## src/rtl/core/itnl_pkg.sv

```systemverilog
// ============================================================================
// itnl_pkg
// Shared types and constants for the in-order tree neighbor lookup.
// ============================================================================
package itnl_pkg;

    localparam int IN_W   = 16;  // width of the queried id
    localparam int CFG_W  = 16;  // width of the numeric configuration registers
    localparam int ADDR_W = 4;   // register file address width
    localparam int DATA_W = 32;  // register file data width

    typedef enum logic [1:0] {
        REG_FIRST_ID    = 2'd0,
        REG_ID_STEP     = 2'd1,
        REG_NODE_BUDGET = 2'd2,
        REG_ROOT_AT_MIN = 2'd3
    } reg_idx_t;

    typedef enum logic [1:0] {
        KIND_ROOT  = 2'd0,
        KIND_INNER = 2'd1,
        KIND_LEAF  = 2'd2
    } node_kind_t;

endpackage

```

## src/rtl/core/inorder_tree_neighbor_lookup.sv

```systemverilog
// ============================================================================
// inorder_tree_neighbor_lookup
// Neighbor lookup in an in-order numbered binary tree: recovers the in-order
// position of a node id, then returns parent, children and node kind.
// ============================================================================
//
//  channel | direction | handshake          | payload
//  --------+-----------+--------------------+------------------------------------
//  s_      | in        | s_valid / s_ready  | s_node_id
//  m_      | out       | m_valid / m_ready  | m_valid_res, m_parent_id, m_left_id,
//          |           |                    | m_right_id, m_node_kind
//  apb     | in        | psel/penable/pready| paddr, pwdata, prdata
//
//  one transaction per cycle sustained when m_ready does not stall; stages:
//  input stage, 16 restoring divider stages at one quotient bit each, tree stage,
//  multiply stage, add and range check into the output register
//  aresetn clears all stage valid bits and loads register reset values
//  a stall on m_ready freezes every stage together; s_ready follows it
//
module inorder_tree_neighbor_lookup
    import itnl_pkg::*;
#(
    parameter int MAX_LEVELS = 15,
    parameter int ID_BITS    = 16
) (
    input  logic                  aclk,
    input  logic                  aresetn,
    // query channel
    input  logic                  s_valid,
    output logic                  s_ready,
    input  logic [IN_W-1:0]       s_node_id,
    // result channel
    output logic                  m_valid,
    input  logic                  m_ready,
    output logic                  m_valid_res,
    output logic signed [ID_BITS:0] m_parent_id,
    output logic signed [ID_BITS:0] m_left_id,
    output logic signed [ID_BITS:0] m_right_id,
    output logic [1:0]            m_node_kind,
    // register port
    input  logic                  psel,
    input  logic                  penable,
    input  logic                  pwrite,
    input  logic [ADDR_W-1:0]     paddr,
    input  logic [DATA_W-1:0]     pwdata,
    output logic [DATA_W-1:0]     prdata,
    output logic                  pready
);

    localparam int OW  = ID_BITS + 1;
    localparam int PW  = MAX_LEVELS + 1;
    localparam int HW  = $clog2(MAX_LEVELS + 1);
    localparam int TW  = $clog2(PW);
    localparam int MW  = PW + CFG_W;
    localparam int SW  = MW + 1;
    localparam int CW  = (SW > OW) ? SW : OW;
    localparam int NDS = IN_W;

    // ------------------------------------------------------------------
    // configuration registers
    // ------------------------------------------------------------------
    logic [CFG_W-1:0] first_id_reg;
    logic [CFG_W-1:0] id_step_reg;
    logic [CFG_W-1:0] node_budget_reg;
    logic             root_at_min_reg;
    logic             cfg_wr;
    reg_idx_t         cfg_idx;

    assign pready  = 1'b1;
    assign cfg_wr  = psel && penable && pwrite;
    assign cfg_idx = reg_idx_t'(paddr[3:2]);

    always_ff @(posedge aclk) begin
        if (!aresetn) begin
            first_id_reg    <= '0;
            id_step_reg     <= CFG_W'(1);
            node_budget_reg <= CFG_W'(2);
            root_at_min_reg <= 1'b1;
        end else if (cfg_wr) begin
            case (cfg_idx)
                REG_FIRST_ID:    first_id_reg    <= pwdata[CFG_W-1:0];
                REG_ID_STEP:     id_step_reg     <= pwdata[CFG_W-1:0];
                REG_NODE_BUDGET: node_budget_reg <= pwdata[CFG_W-1:0];
                REG_ROOT_AT_MIN: root_at_min_reg <= pwdata[0];
                default: ;
            endcase
        end
    end

    always_comb begin
        case (cfg_idx)
            REG_FIRST_ID:    prdata = DATA_W'(first_id_reg);
            REG_ID_STEP:     prdata = DATA_W'(id_step_reg);
            REG_NODE_BUDGET: prdata = DATA_W'(node_budget_reg);
            REG_ROOT_AT_MIN: prdata = DATA_W'(root_at_min_reg);
            default:         prdata = '0;
        endcase
    end

    // tree height from the node budget
    logic [HW-1:0] lvl;
    logic [PW-1:0] npos;
    logic [PW-1:0] top_k;
    logic [PW-1:0] off;
    logic [PW-1:0] sub_root;

    always_comb begin
        int lg;
        lg = 0;
        for (int i = 1; i < CFG_W; i++) begin
            if (node_budget_reg[i]) begin
                lg = i;
            end
        end
        if (lg < 1) begin
            lg = 1;
        end
        if (lg > MAX_LEVELS) begin
            lg = MAX_LEVELS;
        end
        lvl = HW'(lg);
    end

    assign npos     = PW'(1) << lvl;
    assign top_k    = root_at_min_reg ? '0 : npos - PW'(1);
    assign off      = root_at_min_reg ? '0 : PW'(1);
    assign sub_root = PW'(1) << (lvl - HW'(1));

    // ------------------------------------------------------------------
    // pipeline control
    // ------------------------------------------------------------------
    logic en;
    logic out_vld_reg;

    assign en      = !out_vld_reg || m_ready;
    assign s_ready = en;

    // ------------------------------------------------------------------
    // input stage and divider stages, index 0 is the input stage
    // ------------------------------------------------------------------
    logic              div_vld_reg [0:NDS];
    logic              div_bad_reg [0:NDS];
    logic [IN_W-1:0]   div_rem_reg [0:NDS];
    logic [IN_W-1:0]   div_dq_reg  [0:NDS];

    logic              in_bad;
    assign in_bad = (id_step_reg == '0)
                 || ((32'(s_node_id) >> ID_BITS) != 32'd0)
                 || (s_node_id < first_id_reg);

    always_ff @(posedge aclk) begin
        if (!aresetn) begin
            div_vld_reg[0] <= 1'b0;
        end else if (en) begin
            div_vld_reg[0] <= s_valid;
        end
    end

    always_ff @(posedge aclk) begin
        if (en) begin
            div_bad_reg[0] <= in_bad;
            div_rem_reg[0] <= '0;
            div_dq_reg[0]  <= s_node_id - first_id_reg;
        end
    end

    for (genvar g = 0; g < NDS; g++) begin : g_div
        logic [IN_W:0]   trial;
        logic [IN_W:0]   diff;
        logic [IN_W-1:0] rem_next;
        logic            qbit;

        always_comb begin
            trial = {div_rem_reg[g], div_dq_reg[g][IN_W-1]};
            diff  = trial - {1'b0, id_step_reg};
            qbit  = !diff[IN_W];
            rem_next = qbit ? diff[IN_W-1:0] : trial[IN_W-1:0];
        end

        always_ff @(posedge aclk) begin
            if (!aresetn) begin
                div_vld_reg[g+1] <= 1'b0;
            end else if (en) begin
                div_vld_reg[g+1] <= div_vld_reg[g];
            end
        end

        always_ff @(posedge aclk) begin
            if (en) begin
                div_bad_reg[g+1] <= div_bad_reg[g];
                div_rem_reg[g+1] <= rem_next;
                div_dq_reg[g+1]  <= {div_dq_reg[g][IN_W-2:0], qbit};
            end
        end
    end

    // ------------------------------------------------------------------
    // tree stage: position to neighbor positions
    // ------------------------------------------------------------------
    logic [IN_W-1:0] quo;
    logic [PW-1:0]   k_pos;
    logic [PW-1:0]   p_pos;
    logic [TW-1:0]   tz;
    logic [PW-1:0]   half;
    logic [PW-1:0]   quarter;
    logic [PW-1:0]   par_p;
    logic            hit;

    logic            vres_next;
    logic            has_par_next, has_lft_next, has_rgt_next;
    logic [PW-1:0]   par_next, lft_next, rgt_next;
    node_kind_t      kind_next;

    assign quo   = div_dq_reg[NDS];
    assign k_pos = PW'(quo);
    assign p_pos = k_pos + off;

    always_comb begin
        tz = '0;
        for (int i = PW - 1; i >= 0; i--) begin
            if (p_pos[i]) begin
                tz = TW'(i);
            end
        end
    end

    assign half    = PW'(1) << tz;
    assign quarter = PW'(1) << (tz - TW'(1));
    assign par_p   = ((p_pos >> (int'(tz) + 1)) & PW'(1)) != '0 ? p_pos - half : p_pos + half;
    assign hit     = !div_bad_reg[NDS] && (div_rem_reg[NDS] == '0)
                  && ((quo >> lvl) == '0);

    always_comb begin
        vres_next    = hit;
        has_par_next = 1'b0;
        has_lft_next = 1'b0;
        has_rgt_next = 1'b0;
        par_next     = '0;
        lft_next     = '0;
        rgt_next     = '0;
        kind_next    = KIND_ROOT;
        if (hit) begin
            if (k_pos == top_k) begin
                if (root_at_min_reg) begin
                    has_rgt_next = 1'b1;
                    rgt_next     = sub_root;
                end else begin
                    has_lft_next = 1'b1;
                    lft_next     = sub_root - PW'(1);
                end
            end else begin
                has_par_next = 1'b1;
                if (int'(tz) == int'(lvl) - 1) begin
                    par_next = top_k;
                end else begin
                    par_next = par_p - off;
                end
                if (tz == '0) begin
                    kind_next = KIND_LEAF;
                end else begin
                    kind_next    = KIND_INNER;
                    has_lft_next = 1'b1;
                    has_rgt_next = 1'b1;
                    lft_next     = p_pos - quarter - off;
                    rgt_next     = p_pos + quarter - off;
                end
            end
        end
    end

    logic            tr_vld_reg;
    logic            tr_vres_reg;
    logic            tr_has_par_reg, tr_has_lft_reg, tr_has_rgt_reg;
    logic [PW-1:0]   tr_par_reg, tr_lft_reg, tr_rgt_reg;
    node_kind_t      tr_kind_reg;

    always_ff @(posedge aclk) begin
        if (!aresetn) begin
            tr_vld_reg <= 1'b0;
        end else if (en) begin
            tr_vld_reg <= div_vld_reg[NDS];
        end
    end

    always_ff @(posedge aclk) begin
        if (en) begin
            tr_vres_reg    <= vres_next;
            tr_has_par_reg <= has_par_next;
            tr_has_lft_reg <= has_lft_next;
            tr_has_rgt_reg <= has_rgt_next;
            tr_par_reg     <= par_next;
            tr_lft_reg     <= lft_next;
            tr_rgt_reg     <= rgt_next;
            tr_kind_reg    <= kind_next;
        end
    end

    // ------------------------------------------------------------------
    // multiply stage: position times step
    // ------------------------------------------------------------------
    logic            mu_vld_reg;
    logic            mu_vres_reg;
    logic            mu_has_par_reg, mu_has_lft_reg, mu_has_rgt_reg;
    logic [MW-1:0]   mu_par_reg, mu_lft_reg, mu_rgt_reg;
    node_kind_t      mu_kind_reg;

    always_ff @(posedge aclk) begin
        if (!aresetn) begin
            mu_vld_reg <= 1'b0;
        end else if (en) begin
            mu_vld_reg <= tr_vld_reg;
        end
    end

    always_ff @(posedge aclk) begin
        if (en) begin
            mu_vres_reg    <= tr_vres_reg;
            mu_has_par_reg <= tr_has_par_reg;
            mu_has_lft_reg <= tr_has_lft_reg;
            mu_has_rgt_reg <= tr_has_rgt_reg;
            mu_par_reg     <= MW'(tr_par_reg) * MW'(id_step_reg);
            mu_lft_reg     <= MW'(tr_lft_reg) * MW'(id_step_reg);
            mu_rgt_reg     <= MW'(tr_rgt_reg) * MW'(id_step_reg);
            mu_kind_reg    <= tr_kind_reg;
        end
    end

    // ------------------------------------------------------------------
    // output stage: add base id, drop ids that do not fit
    // ------------------------------------------------------------------
    function automatic logic [OW-1:0] to_id(input logic has, input logic [MW-1:0] prod,
                                            input logic [CFG_W-1:0] base);
        logic [CW-1:0] sum;
        sum = CW'(SW'(base) + SW'(prod));
        if (!has || ((sum >> ID_BITS) != '0)) begin
            to_id = '1;
        end else begin
            to_id = sum[OW-1:0];
        end
    endfunction

    logic          out_vres_reg;
    logic [OW-1:0] out_par_reg, out_lft_reg, out_rgt_reg;
    node_kind_t    out_kind_reg;

    always_ff @(posedge aclk) begin
        if (!aresetn) begin
            out_vld_reg <= 1'b0;
        end else if (en) begin
            out_vld_reg <= mu_vld_reg;
        end
    end

    always_ff @(posedge aclk) begin
        if (en) begin
            out_vres_reg <= mu_vres_reg;
            out_par_reg  <= to_id(mu_has_par_reg, mu_par_reg, first_id_reg);
            out_lft_reg  <= to_id(mu_has_lft_reg, mu_lft_reg, first_id_reg);
            out_rgt_reg  <= to_id(mu_has_rgt_reg, mu_rgt_reg, first_id_reg);
            out_kind_reg <= mu_kind_reg;
        end
    end

    assign m_valid     = out_vld_reg;
    assign m_valid_res = out_vres_reg;
    assign m_parent_id = out_par_reg;
    assign m_left_id   = out_lft_reg;
    assign m_right_id  = out_rgt_reg;
    assign m_node_kind = out_kind_reg;

    // ------------------------------------------------------------------
    // assertions
    // ------------------------------------------------------------------
    a_invalid_clean: assert property (@(posedge aclk) disable iff (!aresetn)
        m_valid && !m_valid_res |-> m_parent_id == '1 && m_left_id == '1
                                 && m_right_id == '1 && m_node_kind == KIND_ROOT)
        else $error("invalid result carries neighbor ids");

    a_leaf_no_child: assert property (@(posedge aclk) disable iff (!aresetn)
        m_valid && m_node_kind == KIND_LEAF |-> m_left_id == '1 && m_right_id == '1)
        else $error("leaf reported with a child");

    a_root_no_parent: assert property (@(posedge aclk) disable iff (!aresetn)
        m_valid && m_node_kind == KIND_ROOT |-> m_parent_id == '1)
        else $error("top node reported with a parent");

    a_ready_when_empty: assert property (@(posedge aclk) disable iff (!aresetn)
        !m_valid |-> s_ready)
        else $error("input stalled with empty output register");

    a_hold_on_stall: assert property (@(posedge aclk) disable iff (!aresetn)
        m_valid && !m_ready |=> $stable(tr_vld_reg) && $stable(mu_vld_reg))
        else $error("pipeline moved during output stall");

endmodule
```

## config.mk

```make
export PLATFORM = sky130hd
export DESIGN_NAME = inorder_tree_neighbor_lookup
export DESIGN_NICKNAME = d
export VERILOG_FILES = /design/src/rtl/core/itnl_pkg.sv /design/src/rtl/core/inorder_tree_neighbor_lookup.sv
export SDC_FILE = /design/constraint.sdc
export NUM_CORES = 2
export LEC_CHECK = 0
export CORE_AREA = 2 2 463 465
export DETAILED_ROUTE_END_ITERATION = 8
export DIE_AREA = 0 0 465 467
export DONT_BUFFER_PORTS = 1
export GPL_ROUTABILITY_DRIVEN = 0
export HOLD_SLACK_MARGIN = 0.1
export SETUP_SLACK_MARGIN = 0.15
export SYNTH_ARGS = -nofsm -noshare
export SYNTH_HDL_FRONTEND = slang
export SYNTH_SLANG_ARGS = --single-unit
```

## constraint.sdc

```tcl
create_clock -name aclk -period 37.8 [get_ports aclk]
set_input_delay 7.56 -clock aclk [delete_from_list [all_inputs] [get_ports aclk]]
set_output_delay 7.56 -clock aclk [all_outputs]
set_load 0.1 [all_outputs]
```

After elaboration in Yosys (flattened, before gate mapping)
Memories as Yosys holds them, arrays and structs flattened. A register that Yosys moved wholly into a read port is not among the register bits.
Cells that the tools add are included.
Storage, ports and cells
  flip-flop bits (word level): 261
  memory bits (writable): 578
  input port bits: 59
  memories kept: 4
Memories
  div_dq_reg: words 17, width 16, read ports 17, clocked after memory_dff 0, wr ports 17, line inorder_tree_neighbor_lookup.sv:144  | logic [IN_W-1:0] div_dq_reg [0:NDS];
  div_rem_reg: words 17, width 16, read ports 17, clocked after memory_dff 0, wr ports 17, line inorder_tree_neighbor_lookup.sv:143  | logic [IN_W-1:0] div_rem_reg [0:NDS];
  div_bad_reg: words 17, width 1, read ports 17, clocked after memory_dff 0, wr ports 17, line inorder_tree_neighbor_lookup.sv:142  | logic div_bad_reg [0:NDS];
  div_vld_reg: words 17, width 1, read ports 17, clocked after memory_dff 1, wr ports 17, line inorder_tree_neighbor_lookup.sv:141  | logic div_vld_reg [0:NDS];
Operators by class
  add/subtract/negate cells: 34
  $mul: 3
  magnitude comparators: 3
  equal/unequal tests: 5
  shift-type cells: 6
  muxes and demuxes: 89
  bitwise gates (word level): 18
  reduce and logical (&&, ||, !) cells: 44
Operators with widths (count)
  2-to-1 mux 32 bit: 15
  2-to-1 mux 16 bit: 25
  subtractor 17 x 16 -> 17 bit: 16
  one-hot mux 32 bit (4 select lines): 1
  adder 16 x 32 -> 33 bit: 3
  nonzero test 33 bit: 3
  multiplier 16 x 16 -> 32 bit: 3
  2-to-1 mux 4 bit: 17
  << shifter 1 x 4 -> 16 bit (first input constant): 4
  zero test 16 bit: 3
  subtractor 16 x 1 -> 16 bit: 3
  subtractor 16 bit: 3
  adder 16 bit: 2
  > comparator 32 x 5 -> 1 bit (second input constant): 1
  less-than comparator 32 x 2 -> 1 bit (second input constant): 1
  subtractor 16 x 1 -> 16 bit (second input constant): 2
  2-to-1 mux 1 bit: 30
  zero test 1 bit: 22
  bitwise OR 1 bit: 17
  adder 16 x 1 -> 16 bit: 1
  equality test 16 bit: 1
  less-than comparator 16 bit: 1
  right shift 16 x 4 -> 16 bit: 1
  right shift 16 x 5 -> 1 bit: 1
  14 further kinds: 26

Depth between registers and ports, before layout
  word-level depth: 24
  gate-level depth with buffers: 31

Worst setup path before layout
OpenSTA, ideal clock, no wires.
  kind: in2out
  from: input m_ready
  to: output s_ready
  data arrival time: 29.011 ns
  setup slack: 1.229 ns
  stages: 3
  buffers on the path: 1
  cells stage by stage: nor2b_1 > inv_1 > clkbuf_1
On the way
  word-level cells in the longest chain between the ends: 1
Ends and longest elaborated chain
  start, declared: line inorder_tree_neighbor_lookup.sv:34  | input logic m_ready,
  logical OR 1 bit: line inorder_tree_neighbor_lookup.sv:135  | assign en = !out_vld_reg || m_ready;
  end, declared: line inorder_tree_neighbor_lookup.sv:30  | output logic s_ready,
No other way between the ends.

Worst setup path after layout
  from: input paddr[3]
  to: output prdata[14]
On the way
  word-level cells in the longest chain between the ends: 2
Ends and longest elaborated chain
  start, declared: line inorder_tree_neighbor_lookup.sv:44  | input logic [ADDR_W-1:0] paddr,
  equality test 2 bit (tied with other cells): line inorder_tree_neighbor_lookup.sv:91  | case (cfg_idx)
  one-hot mux 32 bit (4 select lines) (*): line inorder_tree_neighbor_lookup.sv:91
  end, declared: line inorder_tree_neighbor_lookup.sv:46  | output logic [DATA_W-1:0] prdata,
Mark *: on every way between the ends. The rest lies on a longest branch, timed or not. The select of a mux whose other input is x is not followed.

==> impl_metrics.env <==
export IMPL_status="complete, no violations"
export IMPL_multi_input_comb_area_sq_um=45300
export IMPL_die_width_um=465
export IMPL_yosys_warnings=0
export IMPL_ant_nets=0
export IMPL_synthesis_instances=7259
export IMPL_grt_start_max_net_pins=183
export IMPL_timing_hold_violations_final=0
export IMPL_clk_pin_slew_worst_paths_ns=0.06
export IMPL_fin_worst_skew_ns=0.0768
export IMPL_worst_skew_pair_late_latency_ns=0.77
export IMPL_type_of_the_worst_setup_path="primary input to primary output"
export IMPL_totalNegativeSetupSlack_ns=0
export IMPL_core_area_sq_um=212000
export IMPL_period_minus_slack_ns=16.67
export IMPL_timing_reg2reg_worst_path_depth=27
export IMPL_overflow=0
export IMPL_postRouteWirelength_um=194000
export IMPL_postCtsHoldBufs=0
export IMPL_place_port_buffers=0
export IMPL_ctsRootBufferMaster="sky130_fd_sc_hd__clkbuf_16"
export IMPL_initial_antenna_violation_count=20
export IMPL_layout_filler_cell_count=20635
export IMPL_syn_avg_cell_area_sq_um=10.2
export IMPL_num_rows=169
export IMPL_syn_area_sq_um=74000
export IMPL_final_seq_area_sq_um=24200
export IMPL_dieHeight_um=467
export IMPL_initial_core_util_pct=35.0
export IMPL_synth_flop_cell="sky130_fd_sc_hd__edfxtp_1"
export IMPL_worst_path_max_fanout=22
export IMPL_crit_arrival_ns=9.11
export IMPL_remaining_drc_errors=0
export IMPL_via_count=52032
export IMPL_cts_sinks=824
export IMPL_wl_per_cell_um=19.1
export IMPL_async_flop_share_pct=0
export IMPL_grt_total_usage_pct=17.8
export IMPL_setup_worst_path_start_class="primary input"
export IMPL_final_min_period_over_clock_period_pct=44.1
export IMPL_worst_max_slew_pin_slew_ns=1.30
export IMPL_cts_buffers=96
export IMPL_syn_to_final_growth_pct=8.78
export IMPL_setup_viol=0
export IMPL_drv_max_cap_violation_count=0
export IMPL_drt_iter0_drcs=3731
export IMPL_crit_path_end="prdata[14]"
export IMPL_p_leak_nw=34.1
export IMPL_deepest_level_of_the_cts_h_tree=3
export IMPL_min_delay_path_class="flop to flop"
export IMPL_cp_required_ns=30.24
export IMPL_reg2reg_to="tr_par_reg[15]"
export IMPL_grt_setup_unrepaired="false"
export IMPL_critical_path_reg2reg_startpoint="root_at_min_reg"
export IMPL_maxClockFrequency_mhz=60.0
export IMPL_power_density_nw_per_um2=59.9
export IMPL_ys_seq_area_share_pct=32.7
export IMPL_die_area_sq_um=217000
export IMPL_cts_setup_buffers=0
export IMPL_grt_pass1_vias=53234
export IMPL_drive_above_1_share_pct=7.19
export IMPL_hold_worst_slack_ns=0.386
export IMPL_first_pass_grt_wire_length_um=303000
export IMPL_tritoncts_clock_tree="built"
export IMPL_1st_pass_router_iterations=5
export IMPL_cells_resized_by_post_cts_repair=0
export IMPL_worst_slew_margin_pct=13.6
export IMPL_ys_types=106
export IMPL_hold_depth=0
export IMPL_setup_worst_path_start="paddr[3]"
export IMPL_synth_edf_count=771
export IMPL_floorplan_io_pins=148
export IMPL_clock_path_buffers=3
export IMPL_postSynthRegisterBits=824
export IMPL_dp_final_hpwl_um=143000
export IMPL_regToRegSetupSlack_ns=29.30
export IMPL_setup_worst_path_end_class="primary output"
export IMPL_viasPerCell=5.14
export IMPL_vdd_ir_drop_max_mv=0.0540
export IMPL_layout_nets=8560
export IMPL_finalMaxSlewViolations=0
export IMPL_largest_reg_flops=272
==> cells by family (layout without fill, tap and decap cells) <==
logic type / Yosys count / count (layout) / share of synthesized area (%)
other cells: 2 / 50 / 0.0101
fa+ha+maj: 1309 / 1309 / 28.3
mux: 257 / 257 / 3.81
buf+inv: 1215 / 1205 / 6.39
flops: 824 / 824 / 32.7
xor+xnor: 415 / 415 / 4.92
simple gates: 2138 / 2138 / 14.0
compound gates: 1099 / 1099 / 9.88
==> through the flow <==
stage	setup WS [ns]	std cells	utilization [%]	instance area (sq um)	total power, mW
final	21.13	10118	38.0	80500	4.82
after global routing	21.10	10116	38.0	80500	5.17
after CTS	21.18	10092	38.0	80400	4.84
after detailed placement	21.19	9915	36.5	77200	3.85
after global placement	21.17	9915	36.5	77200	3.78
after floorplan	1.23	7281	-	74100	3.37
==> power breakdown <==
part	switching, mW	internal [mW]	total, mW
Combinational	1.28	1.09	2.38
Sequential	0.136	1.35	1.49
Clock	0.413	0.544	0.957
Total	1.83	2.99	4.82
==> Yosys cell counts, drive strengths merged (127+ instances only) <==
cell / n / area [sq um]
a21oi: 297 / 1500
inv: 960 / 3600
fa: 604 / 12100
nand2: 831 / 3120
mux2: 187 / 2110
edfxtp: 771 / 23200
ha: 705 / 8820
o21ai: 225 / 1140
nand3: 134 / 688
and2: 347 / 2170
clkbuf: 194 / 731
xnor2: 288 / 2520
nor2: 331 / 1250
xor2: 127 / 1120
==> worst min-delay path by stage <==
stage                            start                  to  slack (ns)
CTS                  div_dq_reg[0][44]   div_dq_reg[0][61]        0.39
global route         div_dq_reg[0][44]   div_dq_reg[0][61]        0.40
floorplan            div_bad_reg[0][0]   div_bad_reg[0][1]        0.40
global placement    div_dq_reg[0][107]  div_dq_reg[0][124]        0.40
detailed placement  div_dq_reg[0][118]  div_dq_reg[0][135]        0.40
finish               div_dq_reg[0][44]   div_dq_reg[0][61]        0.39
==> routing by layer <==
layer	share of wire [%]	wire [um]	track usage (%)	vias to the layer above
met4	5.1	9800	8.82	8
met2	47	91200	29.7	1368
met3	5.5	10700	2.82	337
li1	-	-	-	24540
met5	0.028	55	0	-
met1	42	82000	22.4	25779
==> cell type report <==
class                   instances  share of cell area [%]
clock inverters                62                   0.878
clock buffers                 115                    3.17
repair buffers                 68                   0.650
well taps                    2821                    4.39
diodes                         26                  0.0808
inverters                     960                    4.49
multi-input cells            5242                    56.2
flip-flops and latches        824                    30.1
==> layout by cell type, fill, tap and decap left out, drive strengths merged, types with 187 or more instances in the layout <==
| cell | count |
|---|---|
| a21oi | 297 |
| and2 | 347 |
| edfxtp | 771 |
| fa | 604 |
| ha | 705 |
| inv | 966 |
| mux2 | 187 |
| nand2 | 831 |
| nor2 | 331 |
| o21ai | 225 |
| xnor2 | 288 |
==> worst max-delay path, stage by stage <==
cell and delay (ns):
sky130_fd_sc_hd__nor2b_1 0.80, sky130_fd_sc_hd__nand2_1 0.19, sky130_fd_sc_hd__o21ai_2 0.52
No activity file was read; power rests on OpenSTA's default activity.
